## src/design/plsu_pkg.sv

```systemverilog
// ----------------------------------------------------------------------------
// plsu_pkg - shared definitions for the literal string unescaper
// Character codes, line-break skip codes and the result entry layout.
// ----------------------------------------------------------------------------
`default_nettype none

package plsu_pkg;

  // character codes
  localparam logic [7:0] CH_BSLASH = 8'h5C;
  localparam logic [7:0] CH_LF     = 8'h0A;
  localparam logic [7:0] CH_CR     = 8'h0D;
  localparam logic [7:0] CH_HT     = 8'h09;
  localparam logic [7:0] CH_BS     = 8'h08;
  localparam logic [7:0] CH_FF     = 8'h0C;
  localparam logic [7:0] CH_ZERO   = 8'h30;
  localparam logic [7:0] CH_SEVEN  = 8'h37;
  localparam logic [7:0] CH_N      = 8'h6E;
  localparam logic [7:0] CH_R      = 8'h72;
  localparam logic [7:0] CH_T      = 8'h74;
  localparam logic [7:0] CH_B      = 8'h62;
  localparam logic [7:0] CH_F      = 8'h66;

  // what to drop after an escaped line break
  typedef enum logic [1:0] {
    SKIP_NONE = 2'd0,
    SKIP_CR   = 2'd1,
    SKIP_LF   = 2'd2
  } skip_t;

  // octal digit counts
  localparam logic [1:0] OCT_NONE = 2'd0;
  localparam logic [1:0] OCT_ONE  = 2'd1;
  localparam logic [1:0] OCT_FULL = 2'd3;

  // output queue depth (one beat in flight plus two from a new item)
  localparam int unsigned QDEPTH = 3;

  // one result entry
  typedef struct packed {
    logic [7:0] data;
    logic       vld;
    logic       eos;
  } res_t;

endpackage

`default_nettype wire

```

## src/design/pdf_literal_string_unescape.sv

```systemverilog
// ----------------------------------------------------------------------------
// pdf_literal_string_unescape - PDF literal string escape decoder
// Turns raw literal string body bytes into unescaped bytes.
// ----------------------------------------------------------------------------
// Usage:
//   in_*  : one raw body byte per beat in in_tdata, in_tlast on the final
//           byte of a string.
//   out_* : one decoded byte per beat in out_tdata; out_tuser is 1 when the
//           byte is real, 0 for an empty end marker; out_tlast closes the
//           string.
//   Each input beat yields zero, one or two output beats. Decoding is done
//   in the accept cycle and the results are registered into a three-entry
//   output queue. One input beat is taken every cycle while the queue holds
//   at most one entry; a beat yielding two results fills the queue faster
//   than the single output port drains it.
//   When the receiver stalls the queue fills and in_tready drops; nothing is
//   lost. in_tready depends on registered state only.
//   Reset (synchronous, rst_n low) empties the queue and clears the escape,
//   octal and line-break state.
// ----------------------------------------------------------------------------
`default_nettype none

module pdf_literal_string_unescape (
  input  wire logic       clk,
  input  wire logic       rst_n,
  // input stream
  input  wire logic       in_tvalid,
  output logic            in_tready,
  input  wire logic [7:0] in_tdata,   // [7:0] in_byte
  input  wire logic       in_tlast,   // last_byte
  // output stream
  output logic            out_tvalid,
  input  wire logic       out_tready,
  output logic [7:0]      out_tdata,  // [7:0] out_byte
  output logic            out_tuser,  // out_valid
  output logic            out_tlast   // end_of_string
);

  // decoder state
  logic                  esc_r, esc_nxt;
  logic [1:0]            oct_cnt_r, oct_cnt_nxt;
  logic [7:0]            oct_val_r, oct_val_nxt;
  plsu_pkg::skip_t       skip_r, skip_nxt;

  // output queue
  plsu_pkg::res_t        q_r   [plsu_pkg::QDEPTH];
  plsu_pkg::res_t        q_nxt [plsu_pkg::QDEPTH];
  logic [1:0]            cnt_r, cnt_nxt;

  // decode results of the current beat
  plsu_pkg::res_t        r0, r1;
  logic [1:0]            n_res;

  logic                  in_acc, out_acc;

  assign in_tready  = (cnt_r <= 2'd1);
  assign in_acc     = in_tvalid && in_tready;
  assign out_tvalid = (cnt_r != 2'd0);
  assign out_acc    = out_tvalid && out_tready;
  assign out_tdata  = q_r[0].data;
  assign out_tuser  = q_r[0].vld;
  assign out_tlast  = q_r[0].eos;

  // escape decode for one beat
  always_comb begin
    logic [7:0] c;
    logic       is_oct;
    logic       handled;
    logic [7:0] oct_sum;
    logic [1:0] oct_inc;
    plsu_pkg::res_t e;

    c        = in_tdata;
    is_oct   = (c >= plsu_pkg::CH_ZERO) && (c <= plsu_pkg::CH_SEVEN);
    handled  = 1'b0;
    oct_sum  = {oct_val_r[4:0], 3'b000} + (c - plsu_pkg::CH_ZERO);
    oct_inc  = oct_cnt_r + 2'd1;
    e        = '0;
    r0       = '0;
    r1       = '0;
    n_res    = 2'd0;
    esc_nxt     = esc_r;
    oct_cnt_nxt = oct_cnt_r;
    oct_val_nxt = oct_val_r;
    skip_nxt    = plsu_pkg::SKIP_NONE;

    // drop the partner byte of an escaped line break
    if ((skip_r == plsu_pkg::SKIP_CR && c == plsu_pkg::CH_CR) ||
        (skip_r == plsu_pkg::SKIP_LF && c == plsu_pkg::CH_LF)) begin
      handled = 1'b1;
    end

    // octal gathering in progress
    if (!handled && oct_cnt_r != plsu_pkg::OCT_NONE) begin
      if (is_oct) begin
        handled = 1'b1;
        if (oct_inc == plsu_pkg::OCT_FULL) begin
          r0          = '{data: oct_sum, vld: 1'b1, eos: 1'b0};
          n_res       = 2'd1;
          oct_cnt_nxt = plsu_pkg::OCT_NONE;
          oct_val_nxt = '0;
        end else begin
          oct_cnt_nxt = oct_inc;
          oct_val_nxt = oct_sum;
        end
      end else begin
        r0          = '{data: oct_val_r, vld: 1'b1, eos: 1'b0};
        n_res       = 2'd1;
        oct_cnt_nxt = plsu_pkg::OCT_NONE;
        oct_val_nxt = '0;
      end
    end

    // plain byte or escape successor
    if (!handled) begin
      e.vld = 1'b0;
      if (!esc_r) begin
        if (c == plsu_pkg::CH_BSLASH) begin
          esc_nxt = 1'b1;
        end else begin
          e = '{data: c, vld: 1'b1, eos: 1'b0};
        end
      end else begin
        esc_nxt = 1'b0;
        if (is_oct) begin
          oct_cnt_nxt = plsu_pkg::OCT_ONE;
          oct_val_nxt = c - plsu_pkg::CH_ZERO;
        end else begin
          unique case (c)
            plsu_pkg::CH_N:  e = '{data: plsu_pkg::CH_LF, vld: 1'b1, eos: 1'b0};
            plsu_pkg::CH_R:  e = '{data: plsu_pkg::CH_CR, vld: 1'b1, eos: 1'b0};
            plsu_pkg::CH_T:  e = '{data: plsu_pkg::CH_HT, vld: 1'b1, eos: 1'b0};
            plsu_pkg::CH_B:  e = '{data: plsu_pkg::CH_BS, vld: 1'b1, eos: 1'b0};
            plsu_pkg::CH_F:  e = '{data: plsu_pkg::CH_FF, vld: 1'b1, eos: 1'b0};
            plsu_pkg::CH_LF: skip_nxt = plsu_pkg::SKIP_CR;
            plsu_pkg::CH_CR: skip_nxt = plsu_pkg::SKIP_LF;
            default:         e = '{data: c, vld: 1'b1, eos: 1'b0};
          endcase
        end
      end
      if (e.vld) begin
        if (n_res == 2'd0) begin
          r0 = e;
        end else begin
          r1 = e;
        end
        n_res = n_res + 2'd1;
      end
    end

    // end of string: flush octal, drop backslash, mark last result
    if (in_tlast) begin
      if (oct_cnt_nxt != plsu_pkg::OCT_NONE) begin
        r0    = '{data: oct_val_nxt, vld: 1'b1, eos: 1'b0};
        n_res = 2'd1;
      end
      if (n_res == 2'd0) begin
        r0    = '{data: 8'h00, vld: 1'b0, eos: 1'b1};
        n_res = 2'd1;
      end else if (n_res == 2'd1) begin
        r0.eos = 1'b1;
      end else begin
        r1.eos = 1'b1;
      end
      esc_nxt     = 1'b0;
      oct_cnt_nxt = plsu_pkg::OCT_NONE;
      oct_val_nxt = '0;
      skip_nxt    = plsu_pkg::SKIP_NONE;
    end
  end

  // queue update: pop at the head, append new results behind
  always_comb begin
    logic [1:0] base;
    logic [1:0] push;
    plsu_pkg::res_t shifted;

    push = in_acc ? n_res : 2'd0;
    base = cnt_r - {1'b0, out_acc};
    for (int i = 0; i < plsu_pkg::QDEPTH; i++) begin
      if (out_acc && i < plsu_pkg::QDEPTH - 1) begin
        shifted = q_r[i + 1];
      end else begin
        shifted = q_r[i];
      end
      if (push != 2'd0 && base == 2'(i)) begin
        q_nxt[i] = r0;
      end else if (push == 2'd2 && base + 2'd1 == 2'(i)) begin
        q_nxt[i] = r1;
      end else begin
        q_nxt[i] = shifted;
      end
    end
    cnt_nxt = base + push;
  end

  // control state
  always_ff @(posedge clk) begin
    if (!rst_n) begin
      esc_r     <= 1'b0;
      oct_cnt_r <= plsu_pkg::OCT_NONE;
      oct_val_r <= '0;
      skip_r    <= plsu_pkg::SKIP_NONE;
      cnt_r     <= 2'd0;
    end else begin
      cnt_r <= cnt_nxt;
      if (in_acc) begin
        esc_r     <= esc_nxt;
        oct_cnt_r <= oct_cnt_nxt;
        oct_val_r <= oct_val_nxt;
        skip_r    <= skip_nxt;
      end
    end
  end

  // queue payload
  always_ff @(posedge clk) begin
    for (int i = 0; i < plsu_pkg::QDEPTH; i++) begin
      q_r[i] <= q_nxt[i];
    end
  end

endmodule

`default_nettype wire

```

## config.mk

```make
export PLATFORM = sky130hd
export DESIGN_NAME = pdf_literal_string_unescape
export DESIGN_NICKNAME = d
export VERILOG_FILES = /design/src/design/plsu_pkg.sv /design/src/design/pdf_literal_string_unescape.sv
export SDC_FILE = /design/constraint.sdc
export NUM_CORES = 1
export LEC_CHECK = 0
export BUFFER_PORTS_ARGS = -buffer_cell sky130_fd_sc_hd__buf_2
export CORE_ASPECT_RATIO = 0.6
export CORE_UTILIZATION = 55
export DETAILED_ROUTE_END_ITERATION = 16
export PLACE_DENSITY = 0.87
export RECOVER_POWER = 25
export SLEW_MARGIN = 5
export SYNTH_ARGS = -nofsm -noshare
export SYNTH_HDL_FRONTEND = slang
export SYNTH_SLANG_ARGS = --single-unit
```

## constraint.sdc

```tcl
create_clock -name clk -period 3.5 [get_ports clk]
set_clock_uncertainty 0.15 [all_clocks]
set_input_delay 0.175 -clock clk [delete_from_list [all_inputs] [get_ports clk]]
set_output_delay 0.175 -clock clk [all_outputs]
set_load 0.005 [all_outputs]
```

==> out/metrics.yaml <==
fin_crit_sh: 0.9146
rows: 22
power.total_mw: 1.962
yosys.cell_types.count: 75
power_density_nw_per_um2: 511.4
slowest_stage: "a221oi_1"
worstPathCellList: "nor2b_1, a22oi_1, o21ai_0, nand3_1, o221ai_1, a221oi_1, o31ai_1"
cp_slowest_stage_delay_ps: 710
vias: 3284
drt-initial-drc-count: 457
yosys_warnings: 0
regToRegEndpoint: "q_r[0][9]$_DFFE_PP_"
mostFrequentLayoutCell: "nand2_1"
start_kind: "flop"
die_h_um: 64.44
synth_cells: 383
synthFlopType: "edfxtp_1"
initial_utilization: 0.5770
clock_latency_ps: 320
cts_tree: "yes"
cts_resized: 0
critPathLaunch: "skip_r[1]$_SDFFE_PN0P_"
die_x_um: 106.1
slew_viol_final: 0
grt_pass1_wl_mm: 16.35
drc: 0
vias_per_cell: 6.730
cp.required_ps: 3400
synth_fa_ha_area_frac: 0.04412
ys_top_cells_by_area: "edfxtp_1 (25%), dfxtp_1 (8.4%), mux2i_1 (7.6%)"
synth_mux_area_frac: 0.08193
synth_top_family_by_area: "compound AO/OA/AOI/OAI gates"
worst_pin_slew_ps: 865.6
period_needed_ps: 3201
vdd_drop_max_mv: 0.4007
leakagePower_nw: 1.453
wl_per_cell_um: 21.12
grt_pass1_vias: 3062
cts_buffers: 5
syn_area_per_cell_um2: 9.330
hold_class: "in -> reg"
path_buf_inv: 0
syn_nets: 408
syn_to_final_growth_pct: 7.388
cts_setup_buffers: 0
ys_seq_area_frac: 0.3361
layout_common_cells: "nand2_1 (38), edfxtp_1 (30), mux2i_1 (27), o21ai_0 (24), buf_2 (22)"
synth_compound_area_frac: 0.2258
gp_congestion: 1.038
synthXorXnorAreaFrac: 0.03501
synth_top_area_cell: "edfxtp_1"
antenna_cells: 0
ios: 25
synth_simple_gate_area_frac: 0.2076
grt.total_usage: 0.3153
hold_buffers: 0
htree_levels: 2
fin_setup_tns_ps: 0
coreArea_um2: 6193
place_hpwl_mm: 7.810
wirelength_mm: 10.31
cts.path.max_buffers: 2
crit_family: "compound AO/OA/AOI/OAI gates"
worst-setup-path-type: "reg -> reg"
end_kind: "flop"
dr.pass1.iters: 5
grt_antenna_before_repair: 0
fmax_ghz: 0.3124
r2r-start: "skip_r[1]$_SDFFE_PN0P_"
fin_nets: 428
worstPathArrival_ps: 3100
r2r_setup_slack_ps: 300
worstHoldStart: "rst_n"
syn_area_um2: 3573
synth-edff-count: 30
crit_fanout: 8
finalSetupViolations: 0
status: "finished, final reports clean"
holdPathStages: 2
dieArea_um2: 6834
rsz0062_at_grt: "no"
ys_ff_latch: 45
clk_pin_slew_worst_paths_ps: 100
grt_max_degree: 17
maxCapViolCount: 0
finalHoldViolations: 0
drive_above_1_share: 0.1733
ff2ff_path_depth: 7
synth_top_cell_area_share: 0.2521
hold_end: "skip_r[0]$_SDFFE_PN0P_"
clockRootBuffer: "clkbuf_8"
port_buffers: 24
postRouteAntennaNets: 0
async_reset_ff_frac: 0
overflow: 0
path_depth: 7
clock-sinks: 45
slew-limit-headroom: 0.4168
-- logic make-up (layout without fill, tap and decap cells) --
| kind of cell | Yosys count | after routing |
|---|---|---|
| and+or+nand+nor | 127 | 127 |
| AOI/OAI and AO/OA | 114 | 114 |
| buffers and inverters | 45 | 66 |
| DFF | 45 | 45 |
| adders and majority gates | 12 | 12 |
| xor gates and xnor gates | 11 | 11 |
| muxes | 29 | 29 |
-- registers in the layout (all words and copies together), names as in the netlist --
register	cells
skip_r	2
oct_cnt_r	2
oct_val_r	8
q_r	30
cnt_r	2
esc_r	1
-- report_power, final --
part           internal [mW]  switching, mW  leakage, nW
logic                  0.312          0.468         1.00
clock network          0.145          0.207       0.0447
registers              0.791         0.0398        0.405
-- worst max-delay path by stage --
stage / slack, ps / to
global placement: 230 / q_r[0][19]$_DFFE_PP_
floorplan: 230 / q_r[0][20]$_DFFE_PP_
global route: 250 / q_r[0][27]$_DFFE_PP_
finish: 300 / q_r[0][9]$_DFFE_PP_
detailed placement: 180 / q_r[0][23]$_DFFE_PP_
CTS: 390 / q_r[0][23]$_DFFE_PP_
-- Yosys cell counts, types with 5 or more instances --
cell type  instances
a21oi_1           16
xnor2_1            8
nor3b_1            9
edfxtp_1          30
buf_4             11
dfxtp_1           15
buf_2              6
nand2_1           38
o21ai_0           24
clkbuf_1          10
nor2b_1           17
nor2_1            10
nand3_1           14
ha_1              11
a21boi_0           6
a211oi_1           5
a22oi_1            7
and2_1             7
and3_1             5
inv_1             12
mux2i_1           27
-- metal layers --
metal  part of all wire  global-route usage
met3               0.13              0.1247
met5                  0                   0
met1               0.46              0.4540
met4              0.016             0.04688
met2               0.40              0.4518
-- through the flow --
stage                     cell area [µm²]  hold WS (ps)    util  setup WS [ps]  instances
after floorplan                      3573         153.2       -          229.6        383
after global placement               3770         372.6  0.6087          229.7        480
after detailed placement             3770         395.4  0.6087          183.4        480
after CTS                            3864         93.33  0.6238          389.9        488
after global routing                 3837         99.29  0.6196          248.7        488
final                                3837         89.98  0.6196          298.8        488
-- final cells by class --
cell class              instances  area [µm²]
clock inverters                 3       25.02
well taps                      84       105.1
fillers                       529        2356
flip-flops and latches         45        1201
inverters                      13       48.80
clock buffers                   5       68.82
multi-input cells             293        2121
repair buffers                 45       267.8
(Power assumes the default switching activity.)
